`src/hdl/prfm_pkg.sv`:
```
// Package for the pixel rotate forward mapper: sizes, register indexes and
// the structs passed between the front, the back and the top level.
// No dependencies.
`default_nettype none

package prfm_pkg;

    // Screen size and trig fixed-point format
    localparam int SCREEN_WIDTH       = 480;
    localparam int SCREEN_HEIGHT      = 240;
    localparam int TRIG_FRACTION_BITS = 14;

    // Field widths
    localparam int CNT_W   = 12;
    localparam int COORD_W = 16;
    localparam int TRIG_W  = 16;
    localparam int COLOR_W = 16;
    localparam int CFG_W   = 16;
    localparam int IDX_W   = 3;

    // Offset from pivot: 12-bit unsigned minus 16-bit signed
    localparam int OFS_W  = COORD_W + 1;
    localparam int PROD_W = OFS_W + TRIG_W;
    localparam int PIV_W  = COORD_W + TRIG_FRACTION_BITS;
    localparam int SUM_W  = ((PROD_W > PIV_W) ? PROD_W : PIV_W) + 2;
    localparam int ROT_W  = SUM_W - TRIG_FRACTION_BITS;

    // Queue between front and back
    localparam int MQ_DEPTH = 2;
    localparam int MQ_AW    = 1;
    localparam int MQ_CW    = 2;

    // Result queue; deep enough to cover the back pipeline
    localparam int OQ_DEPTH = 4;
    localparam int OQ_AW    = 2;
    localparam int OQ_CW    = 3;
    localparam int RES_W    = 4;

    // Configuration register indexes
    typedef enum logic [IDX_W-1:0] {
        REG_COS_VALUE    = 3'd0,
        REG_SIN_VALUE    = 3'd1,
        REG_IMAGE_WIDTH  = 3'd2,
        REG_IMAGE_HEIGHT = 3'd3,
        REG_PIVOT_X      = 3'd4,
        REG_PIVOT_Y      = 3'd5,
        REG_DRAW_X       = 3'd6,
        REG_DRAW_Y       = 3'd7
    } t_reg_idx;

    typedef struct packed {
        logic signed [TRIG_W-1:0]  cos_value;
        logic signed [TRIG_W-1:0]  sin_value;
        logic        [CNT_W-1:0]   image_width;
        logic        [CNT_W-1:0]   image_height;
        logic signed [COORD_W-1:0] pivot_x;
        logic signed [COORD_W-1:0] pivot_y;
        logic signed [COORD_W-1:0] draw_x;
        logic signed [COORD_W-1:0] draw_y;
    } t_cfg;

    // One classified pixel: offsets from the pivot plus color
    typedef struct packed {
        logic signed [OFS_W-1:0] x_ofs;
        logic signed [OFS_W-1:0] y_ofs;
        logic        [COLOR_W-1:0] color;
    } t_item;

    typedef struct packed {
        logic signed [COORD_W-1:0] screen_x;
        logic signed [COORD_W-1:0] screen_y;
        logic        [COLOR_W-1:0] out_color;
    } t_result;

endpackage

`default_nettype wire

```
`src/hdl/pixel_rotate_forward_mapper.sv`:
```
// Top level of the pixel rotate forward mapper: configuration registers and
// the front and back parts. Depends on prfm_pkg, prfm_front, prfm_back.
//
// Usage:
//   Input side is a queue write port: an RGB565 pixel (raster order) with a
//   frame start flag is taken at a clock edge with push high and full low.
//   Result side is a queue read port: while empty is low the oldest result
//   (screen x, screen y, color) is on the outputs; pop high takes it.
//   Pixels whose rotated position is off screen produce no result.
//   Configuration: write enable, 3-bit register index, 16-bit data; the user
//   must write it only while the block is idle (the block does not enforce
//   this); a write takes effect at once. Throughput: one pixel per clock
//   sustained while pop keeps pace. A pixel waits in the front queue, then
//   passes a product stage and a sum stage into the result queue.
//   The 4-entry result queue bounds the back part: when pop stays low the
//   back stops issuing, the 2-entry front queue fills and full rises.
//   Reset (synchronous, active low) empties both queues, clears the raster
//   counters and loads cosine = 1.0 with all other registers zero.
`default_nettype none

module pixel_rotate_forward_mapper (
    input  wire logic                            i_clk,
    input  wire logic                            i_rst_n,
    input  wire logic                            i_cfg_wr,
    input  wire logic [prfm_pkg::IDX_W-1:0]      i_cfg_idx,
    input  wire logic [prfm_pkg::CFG_W-1:0]      i_cfg_data,
    input  wire logic                            push,
    output logic                                 full,
    input  wire logic [prfm_pkg::COLOR_W-1:0]    i_pixel_color,
    input  wire logic                            i_frame_start,
    output logic                                 empty,
    input  wire logic                            pop,
    output logic signed [prfm_pkg::COORD_W-1:0]  o_screen_x,
    output logic signed [prfm_pkg::COORD_W-1:0]  o_screen_y,
    output logic [prfm_pkg::COLOR_W-1:0]         o_out_color
);

    prfm_pkg::t_cfg    r_cfg;
    prfm_pkg::t_item   w_item;
    prfm_pkg::t_result w_result;
    logic              w_mq_valid, w_mq_take;

    // Configuration registers
    always_ff @(posedge i_clk) begin
        if (!i_rst_n) begin
            r_cfg <= '{cos_value: prfm_pkg::TRIG_W'(1 << prfm_pkg::TRIG_FRACTION_BITS),
                       default: '0};
        end else if (i_cfg_wr) begin
            case (prfm_pkg::t_reg_idx'(i_cfg_idx))
                prfm_pkg::REG_COS_VALUE:    r_cfg.cos_value    <= i_cfg_data;
                prfm_pkg::REG_SIN_VALUE:    r_cfg.sin_value    <= i_cfg_data;
                prfm_pkg::REG_IMAGE_WIDTH:
                    r_cfg.image_width  <= i_cfg_data[prfm_pkg::CNT_W-1:0];
                prfm_pkg::REG_IMAGE_HEIGHT:
                    r_cfg.image_height <= i_cfg_data[prfm_pkg::CNT_W-1:0];
                prfm_pkg::REG_PIVOT_X:      r_cfg.pivot_x      <= i_cfg_data;
                prfm_pkg::REG_PIVOT_Y:      r_cfg.pivot_y      <= i_cfg_data;
                prfm_pkg::REG_DRAW_X:       r_cfg.draw_x       <= i_cfg_data;
                prfm_pkg::REG_DRAW_Y:       r_cfg.draw_y       <= i_cfg_data;
                default:                    r_cfg              <= r_cfg;
            endcase
        end
    end

    // Front: counters and offsets
    prfm_front u_front (
        .i_clk         (i_clk),
        .i_rst_n       (i_rst_n),
        .i_cfg         (r_cfg),
        .i_push        (push),
        .i_pixel_color (i_pixel_color),
        .i_frame_start (i_frame_start),
        .o_full        (full),
        .o_valid       (w_mq_valid),
        .o_item        (w_item),
        .i_take        (w_mq_take)
    );

    // Back: rotation and result queue
    prfm_back u_back (
        .i_clk    (i_clk),
        .i_rst_n  (i_rst_n),
        .i_cfg    (r_cfg),
        .i_valid  (w_mq_valid),
        .i_item   (w_item),
        .o_take   (w_mq_take),
        .o_empty  (empty),
        .i_pop    (pop),
        .o_result (w_result)
    );

    assign o_screen_x  = w_result.screen_x;
    assign o_screen_y  = w_result.screen_y;
    assign o_out_color = w_result.out_color;

endmodule

`default_nettype wire

```
`src/hdl/prfm_front.sv`:
```
// Front part: raster counters, pivot offsets and a two-entry request queue
// toward the back part. Depends on prfm_pkg.
`default_nettype none

module prfm_front (
    input  wire logic           i_clk,
    input  wire logic           i_rst_n,
    input  wire prfm_pkg::t_cfg i_cfg,
    input  wire logic           i_push,
    input  wire logic [prfm_pkg::COLOR_W-1:0] i_pixel_color,
    input  wire logic           i_frame_start,
    output logic                o_full,
    output logic                o_valid,
    output prfm_pkg::t_item     o_item,
    input  wire logic           i_take
);

    logic [prfm_pkg::CNT_W-1:0] r_col, n_col;
    logic [prfm_pkg::CNT_W-1:0] r_row, n_row;
    logic [prfm_pkg::CNT_W-1:0] w_col_cur, w_row_cur;
    logic                       w_acc;
    prfm_pkg::t_item            w_item;

    prfm_pkg::t_item            r_q [prfm_pkg::MQ_DEPTH];
    logic [prfm_pkg::MQ_AW-1:0] r_wr_ptr, r_rd_ptr;
    logic [prfm_pkg::MQ_CW-1:0] r_count, n_count;

    assign w_acc = i_push && !o_full;

    // Position of this pixel; frame start restarts at the origin
    assign w_col_cur = i_frame_start ? '0 : r_col;
    assign w_row_cur = i_frame_start ? '0 : r_row;

    // Offsets from the pivot, exact in 17 bits
    always_comb begin
        w_item.x_ofs = $signed({{(prfm_pkg::OFS_W-prfm_pkg::CNT_W){1'b0}}, w_col_cur})
                     - $signed({i_cfg.pivot_x[prfm_pkg::COORD_W-1], i_cfg.pivot_x});
        w_item.y_ofs = $signed({{(prfm_pkg::OFS_W-prfm_pkg::CNT_W){1'b0}}, w_row_cur})
                     - $signed({i_cfg.pivot_y[prfm_pkg::COORD_W-1], i_cfg.pivot_y});
        w_item.color = i_pixel_color;
    end

    // Counter advance with wrap at width and height (zero acts like one)
    always_comb begin
        n_col = r_col;
        n_row = r_row;
        if (w_acc) begin
            if ({1'b0, w_col_cur} + 1'b1 >= {1'b0, i_cfg.image_width}) begin
                n_col = '0;
                if ({1'b0, w_row_cur} + 1'b1 >= {1'b0, i_cfg.image_height}) begin
                    n_row = '0;
                end else begin
                    n_row = w_row_cur + 1'b1;
                end
            end else begin
                n_col = w_col_cur + 1'b1;
                n_row = w_row_cur;
            end
        end
    end

    // Queue occupancy
    always_comb begin
        n_count = r_count;
        case ({w_acc, i_take && o_valid})
            2'b10:   n_count = r_count + 1'b1;
            2'b01:   n_count = r_count - 1'b1;
            default: n_count = r_count;
        endcase
    end

    always_ff @(posedge i_clk) begin
        if (!i_rst_n) begin
            r_col    <= '0;
            r_row    <= '0;
            r_count  <= '0;
            r_wr_ptr <= '0;
            r_rd_ptr <= '0;
        end else begin
            r_col   <= n_col;
            r_row   <= n_row;
            r_count <= n_count;
            if (w_acc) begin
                r_wr_ptr <= r_wr_ptr + 1'b1;
            end
            if (i_take && o_valid) begin
                r_rd_ptr <= r_rd_ptr + 1'b1;
            end
        end
    end

    // Queue storage
    always_ff @(posedge i_clk) begin
        if (w_acc) begin
            r_q[r_wr_ptr] <= w_item;
        end
    end

    assign o_full  = (r_count == prfm_pkg::MQ_CW'(prfm_pkg::MQ_DEPTH));
    assign o_valid = (r_count != '0);
    assign o_item  = r_q[r_rd_ptr];

    // Checks
    a_mq_bound: assert property (@(posedge i_clk) disable iff (!i_rst_n)
        r_count <= prfm_pkg::MQ_CW'(prfm_pkg::MQ_DEPTH))
        else $error("front queue overflow");

    a_frame_restart: assert property (@(posedge i_clk) disable iff (!i_rst_n)
        (w_acc && i_frame_start && i_cfg.image_width > 12'd1) |=> (r_col == 12'd1))
        else $error("frame start did not restart the column counter");

endmodule

`default_nettype wire

```
`src/hdl/prfm_back.sv`:
```
// Back part: rotation products, sums, truncation, screen test and the
// result queue. Depends on prfm_pkg.
`default_nettype none

module prfm_back (
    input  wire logic           i_clk,
    input  wire logic           i_rst_n,
    input  wire prfm_pkg::t_cfg i_cfg,
    input  wire logic           i_valid,
    input  wire prfm_pkg::t_item i_item,
    output logic                o_take,
    output logic                o_empty,
    input  wire logic           i_pop,
    output prfm_pkg::t_result   o_result
);

    // Stage 1: products
    logic                                r_v1;
    logic signed [prfm_pkg::PROD_W-1:0]  r_p_xc, r_p_ys, r_p_xs, r_p_yc;
    logic        [prfm_pkg::COLOR_W-1:0] r_color1;

    // Stage 2: sums
    logic                                r_v2;
    logic signed [prfm_pkg::SUM_W-1:0]   r_num_x, r_num_y;
    logic        [prfm_pkg::COLOR_W-1:0] r_color2;
    logic signed [prfm_pkg::SUM_W-1:0]   n_num_x, n_num_y;
    logic signed [prfm_pkg::PIV_W-1:0]   w_piv_x, w_piv_y;

    // Stage 3: truncate, screen test
    logic signed [prfm_pkg::ROT_W-1:0]   w_rot_x, w_rot_y;
    logic                                w_on_screen;
    prfm_pkg::t_result                   w_res;

    // Result queue
    prfm_pkg::t_result                   r_oq [prfm_pkg::OQ_DEPTH];
    logic [prfm_pkg::OQ_AW-1:0]          r_wr_ptr, r_rd_ptr;
    logic [prfm_pkg::OQ_CW-1:0]          r_count, n_count;
    logic [prfm_pkg::RES_W-1:0]          w_reserved;
    logic                                w_wr, w_rd;

    // Truncation toward zero of num / 2^F
    function automatic logic signed [prfm_pkg::ROT_W-1:0] trunc_q(
        input logic signed [prfm_pkg::SUM_W-1:0] num
    );
        logic signed [prfm_pkg::ROT_W-1:0] q;
        q = num[prfm_pkg::SUM_W-1:prfm_pkg::TRIG_FRACTION_BITS];
        if (num[prfm_pkg::SUM_W-1] && (num[prfm_pkg::TRIG_FRACTION_BITS-1:0] != '0)) begin
            q = q + 1'b1;
        end
        return q;
    endfunction

    // Issue only when every request in flight has a result slot
    assign w_reserved = prfm_pkg::RES_W'(r_count) + prfm_pkg::RES_W'(r_v1)
                      + prfm_pkg::RES_W'(r_v2);
    assign o_take     = i_valid && (w_reserved < prfm_pkg::RES_W'(prfm_pkg::OQ_DEPTH));

    // Products
    always_ff @(posedge i_clk) begin
        r_p_xc   <= i_item.x_ofs * i_cfg.cos_value;
        r_p_ys   <= i_item.y_ofs * i_cfg.sin_value;
        r_p_xs   <= i_item.x_ofs * i_cfg.sin_value;
        r_p_yc   <= i_item.y_ofs * i_cfg.cos_value;
        r_color1 <= i_item.color;
    end

    // Pivot scaled to the fixed-point grid, then the rotation sums
    assign w_piv_x = $signed({i_cfg.pivot_x, {prfm_pkg::TRIG_FRACTION_BITS{1'b0}}});
    assign w_piv_y = $signed({i_cfg.pivot_y, {prfm_pkg::TRIG_FRACTION_BITS{1'b0}}});

    always_comb begin
        n_num_x = prfm_pkg::SUM_W'(w_piv_x) + prfm_pkg::SUM_W'(r_p_xc)
                - prfm_pkg::SUM_W'(r_p_ys);
        n_num_y = prfm_pkg::SUM_W'(w_piv_y) + prfm_pkg::SUM_W'(r_p_xs)
                + prfm_pkg::SUM_W'(r_p_yc);
    end

    always_ff @(posedge i_clk) begin
        r_num_x  <= n_num_x;
        r_num_y  <= n_num_y;
        r_color2 <= r_color1;
    end

    // Truncate, screen test, add draw offset
    always_comb begin
        w_rot_x     = trunc_q(r_num_x);
        w_rot_y     = trunc_q(r_num_y);
        w_on_screen = !w_rot_x[prfm_pkg::ROT_W-1] && !w_rot_y[prfm_pkg::ROT_W-1]
                   && (w_rot_x < prfm_pkg::ROT_W'(prfm_pkg::SCREEN_WIDTH))
                   && (w_rot_y < prfm_pkg::ROT_W'(prfm_pkg::SCREEN_HEIGHT));
        w_res.screen_x  = i_cfg.draw_x + w_rot_x[prfm_pkg::COORD_W-1:0];
        w_res.screen_y  = i_cfg.draw_y + w_rot_y[prfm_pkg::COORD_W-1:0];
        w_res.out_color = r_color2;
    end

    assign w_wr = r_v2 && w_on_screen;
    assign w_rd = i_pop && !o_empty;

    always_comb begin
        n_count = r_count;
        case ({w_wr, w_rd})
            2'b10:   n_count = r_count + 1'b1;
            2'b01:   n_count = r_count - 1'b1;
            default: n_count = r_count;
        endcase
    end

    // Control state
    always_ff @(posedge i_clk) begin
        if (!i_rst_n) begin
            r_v1     <= 1'b0;
            r_v2     <= 1'b0;
            r_count  <= '0;
            r_wr_ptr <= '0;
            r_rd_ptr <= '0;
        end else begin
            r_v1    <= o_take;
            r_v2    <= r_v1;
            r_count <= n_count;
            if (w_wr) begin
                r_wr_ptr <= r_wr_ptr + 1'b1;
            end
            if (w_rd) begin
                r_rd_ptr <= r_rd_ptr + 1'b1;
            end
        end
    end

    // Result queue storage
    always_ff @(posedge i_clk) begin
        if (w_wr) begin
            r_oq[r_wr_ptr] <= w_res;
        end
    end

    assign o_empty  = (r_count == '0);
    assign o_result = r_oq[r_rd_ptr];

    // Checks
    a_reserve_bound: assert property (@(posedge i_clk) disable iff (!i_rst_n)
        w_reserved <= prfm_pkg::RES_W'(prfm_pkg::OQ_DEPTH))
        else $error("back pipeline over-committed the result queue");

    a_no_overwrite: assert property (@(posedge i_clk) disable iff (!i_rst_n)
        w_wr |-> (r_count < prfm_pkg::OQ_CW'(prfm_pkg::OQ_DEPTH)) || w_rd)
        else $error("result written into a full queue");

    a_pipe_follow: assert property (@(posedge i_clk) disable iff (!i_rst_n)
        o_take |=> ##1 r_v2)
        else $error("issued request lost in the back pipeline");

endmodule

`default_nettype wire
```
`config.mk`:
```
export PLATFORM = sky130hd
export DESIGN_NAME = pixel_rotate_forward_mapper
export DESIGN_NICKNAME = d
export VERILOG_FILES = /design/src/hdl/prfm_pkg.sv /design/src/hdl/pixel_rotate_forward_mapper.sv /design/src/hdl/prfm_front.sv /design/src/hdl/prfm_back.sv
export SDC_FILE = /design/constraint.sdc
export NUM_CORES = 2
export LEC_CHECK = 0
export BUFFER_PORTS_ARGS = -buffer_cell sky130_fd_sc_hd__buf_2
export CORE_MARGIN = 2
export CORE_UTILIZATION = 50
export CTS_CLUSTER_SIZE = 24
export DETAILED_ROUTE_END_ITERATION = 12
export PLACE_DENSITY_LB_ADDON = 0.08
export SLEW_MARGIN = 10
export SYNTH_ARGS = -nofsm -noshare
export SYNTH_HDL_FRONTEND = slang
export SYNTH_SLANG_ARGS = --single-unit
```
`constraint.sdc`:
```
create_clock -name i_clk -period 8.2 [get_ports i_clk]
set_clock_uncertainty 0.05 [all_clocks]
set_input_delay 0.82 -clock i_clk [delete_from_list [all_inputs] [get_ports i_clk]]
set_output_delay 0.82 -clock i_clk [all_outputs]
set_load 0.02 [all_outputs]
```
==> results.sh <==
export IMPL_finalHoldViolCount=0
export IMPL_yosys_warnings=0
export IMPL_fmax_ghz=0.1310
export IMPL_synth_edff_count=292
export IMPL_grt_max_degree=94
export IMPL_power_density_nw_per_um2=212.5
export IMPL_total_power_mw=16.25
export IMPL_drtAntennaViolNets=0
export IMPL_setup_violations=0
export IMPL_start_util=0.5035
export IMPL_worstSetupStartpointType="register"
export IMPL_cap_viol_max_count=0
export IMPL_post_route_min_period_ns=7.633
export IMPL_cts_resized=0
export IMPL_synth_ff_type="dfxtp_1"
export IMPL_n_fill_cell=12922
export IMPL_end_kind="register"
export IMPL_area_growth_pct=7.266
export IMPL_finalWirelength_um=181500
export IMPL_final_common_cell="inv_1"
export IMPL_nets=8812
export IMPL_postCtsHoldBufs=0
export IMPL_htree_levels=3
export IMPL_vias=47895
export IMPL_cts_tree="yes"
export IMPL_first_global_vias=49889
export IMPL_fin_crit_sh=0.9309
export IMPL_die_x_um=381.6
export IMPL_p_leak_nw=36.20
export IMPL_ys_types=75
export IMPL_syn_area_um2=71290
export IMPL_cp_max_fo=32
export IMPL_io_buffers=90
export IMPL_avgSynthCellArea_um2=9.997
export IMPL_fin_tns_setup_ns=0
export IMPL_rsz0062_at_grt="false"
export IMPL_outcome="complete, no violations"
export IMPL_grt_overflow=0
export IMPL_insertion_delay_ns=0.70
export IMPL_avgViaCountPerCell=5.285
export IMPL_grt_antenna_before_repair=8
export IMPL_fp_dieH_um=381.6
export IMPL_final_layout_size_suffix_gt1_frac=0.06277
export IMPL_cp_required_ns=8.71
export IMPL_tightestPinTransition_ns=1.280
export IMPL_arrival_ns=8.15
export IMPL_slew_viol_final=0
export IMPL_critical_path_class="register to register"
export IMPL_wl_per_cell_um=20.03
export IMPL_routabilityCongestion=0.9057
export IMPL_drc_errors=0
export IMPL_hpwlAfterDp_um=141800
export IMPL_io_pins=91
export IMPL_synthCells=7131
export IMPL_placementRows=138
export IMPL_cts_root_buf="clkbuf_16"
export IMPL_grt_pass1_wl_um=289500
export IMPL_cts_sinks=686
export IMPL_async_flop_share=0
export IMPL_cts_setup_buffers=0
export IMPL_path_clk_slew_ns=0.06
export IMPL_grtUsageTotal=0.2586
export IMPL_yosysSeqAreaShare=0.2336
export IMPL_min_path_type="input pin to register"
export IMPL_ir_worst_vdd_uv=195.7
export IMPL_cts_max_path_buffers=3
export IMPL_ys_ff_latch=686
export IMPL_timing_slew_headroom=0.1435
export IMPL_numCtsBuffers=79
export IMPL_core_area_um2=141600
export IMPL_synthesis_nets=8840
export IMPL_final_cell_mix="inv_1, fa_1, nand2_1"
export IMPL_die_area_um2=145600
export IMPL_first_pass_iters=6
export IMPL_dr_first_iter_drc_count=3216
-- metal layers --
metal  up-vias  track usage  share of wire
met5         -            0              0
met4         0      0.07539          0.028
met3       194      0.02991          0.049
met2      1066       0.4255           0.48
met1     24515       0.3615           0.45
li1      22120            -              -
-- registers in the layout, indices dropped and copies added, names as in the netlist, 3 cells and up, named ones only --
signal	cells
u_back.r_oq	192
r_cfg	120
u_front.r_q	100
u_back.r_num_x	35
u_back.r_num_y	35
u_back.r_p_xc	33
u_back.r_p_xs	33
u_back.r_p_yc	33
u_back.r_p_ys	33
u_back.r_color1	16
u_back.r_color2	16
u_front.r_col	12
u_front.r_row	12
u_back.r_count	3
-- report_power, final --
part | internal [mW] | leakage, nW | switching (mW) | total, mW
Sequential | 4.34 | 5.92 | 0.439 | 4.78
Combinational | 2.78 | 29.0 | 5.01 | 7.79
Clock | 2.09 | 1.33 | 1.59 | 3.68
Total | 9.21 | 36.2 | 7.04 | 16.3
-- worst max-delay path, cell delays in order, from the launching register on --
cell and delay, ns:
dfxtp_4 0.55, buf_12 0.25, mux2_2 0.69, and2_1 0.34, fa_1 0.53, inv_1 0.05, fa_1 0.46, fa_1 0.51
inv_1 0.06, fa_1 0.49, fa_1 0.50, inv_1 0.05, fa_1 0.47, inv_1 0.04, ha_1 0.38, a21oi_1 0.13
a21o_1 0.18, a21boi_0 0.16, a311oi_1 0.07, buf_4 0.17, a2111oi_0 0.44, buf_4 0.22, o2111ai_1 0.14, a31oi_1 0.23
o21a_1 0.14, nor2_1 0.04, xnor2_1 0.12
-- worst paths after layout --
check                      from                  to  slack (ns)  cells past startpoint
max                    register   u_back.r_p_xc[32]        0.57                     26
min reg2reg  u_back.r_color1[2]  u_back.r_color2[2]        0.27                      0
min           i_pixel_color[10]  u_front.r_q[1][10]        0.26                      1
max reg2reg            register   u_back.r_p_xc[32]        0.57                     26
-- synth_stat cells (all sizes together), types with 12 or more instances --
cell / number / area [µm²]
clkbuf: 262 / 983.4
a211oi: 34 / 255.2
mux2: 51 / 574.3
or3: 16 / 100.1
o21bai: 32 / 240.2
o21ai: 102 / 510.5
dfxtp: 394 / 7888
nand2: 892 / 3348
and2: 536 / 3357
and3: 33 / 211.5
a21o: 91 / 683.2
nand4: 27 / 168.9
inv: 1357 / 5094
a31oi: 12 / 75.07
xnor2: 223 / 1953
xor2: 79 / 691.9
a21oi: 193 / 965.9
o21a: 32 / 240.2
nand3: 90 / 450.4
edfxtp: 292 / 8768
mux4: 48 / 1081
nor2b: 60 / 375.4
buf: 32 / 158.9
a21boi: 146 / 1096
nor3: 46 / 235.2
nand2b: 33 / 206.5
fa: 1149 / 23000
nor2: 199 / 747.0
ha: 519 / 6494
-- layout make-up --
class,count,area [µm²],area share
flip-flops and latches,686,16670,0.2180
clock buffers,104,2162,0.02827
inverters,1359,5101,0.06671
clock inverters,43,560.5,0.007330
multi-input cells,4792,48420,0.6332
repair buffers,185,1179,0.01541
well taps,1890,2365,0.03092
diodes,3,7.507,0.00009817
-- logic make-up (layout without fill, tap and decap cells) --
kind of cell / after synthesis / count (layout) / synth area share
other cells: 0 / 3 / 0
buf+inv: 1653 / 1691 / 0.08758
simple gates: 1970 / 1970 / 0.1334
compound gates: 743 / 743 / 0.06991
flops: 686 / 686 / 0.2336
fa+ha+maj: 1668 / 1668 / 0.4138
mux: 109 / 109 / 0.02462
xor+xnor: 302 / 302 / 0.03710
-- per-stage QoR --
step | hold slack [ns] | std cells | cell area [µm²] | util | setup slack, ns
finish | 0.2616 | 9062 | 76470 | 0.5401 | 0.5668
global route | 0.2366 | 9061 | 76470 | 0.5401 | 0.2032
CTS | 0.2055 | 9059 | 76460 | 0.5400 | 0.5845
detailed placement | 0.2621 | 8912 | 73740 | 0.5208 | 0.5926
global placement | 0.2601 | 8912 | 73740 | 0.5208 | 0.6904
floorplan | 0.2596 | 7131 | 71290 | - | 1.029
(Power assumes the default switching activity.)
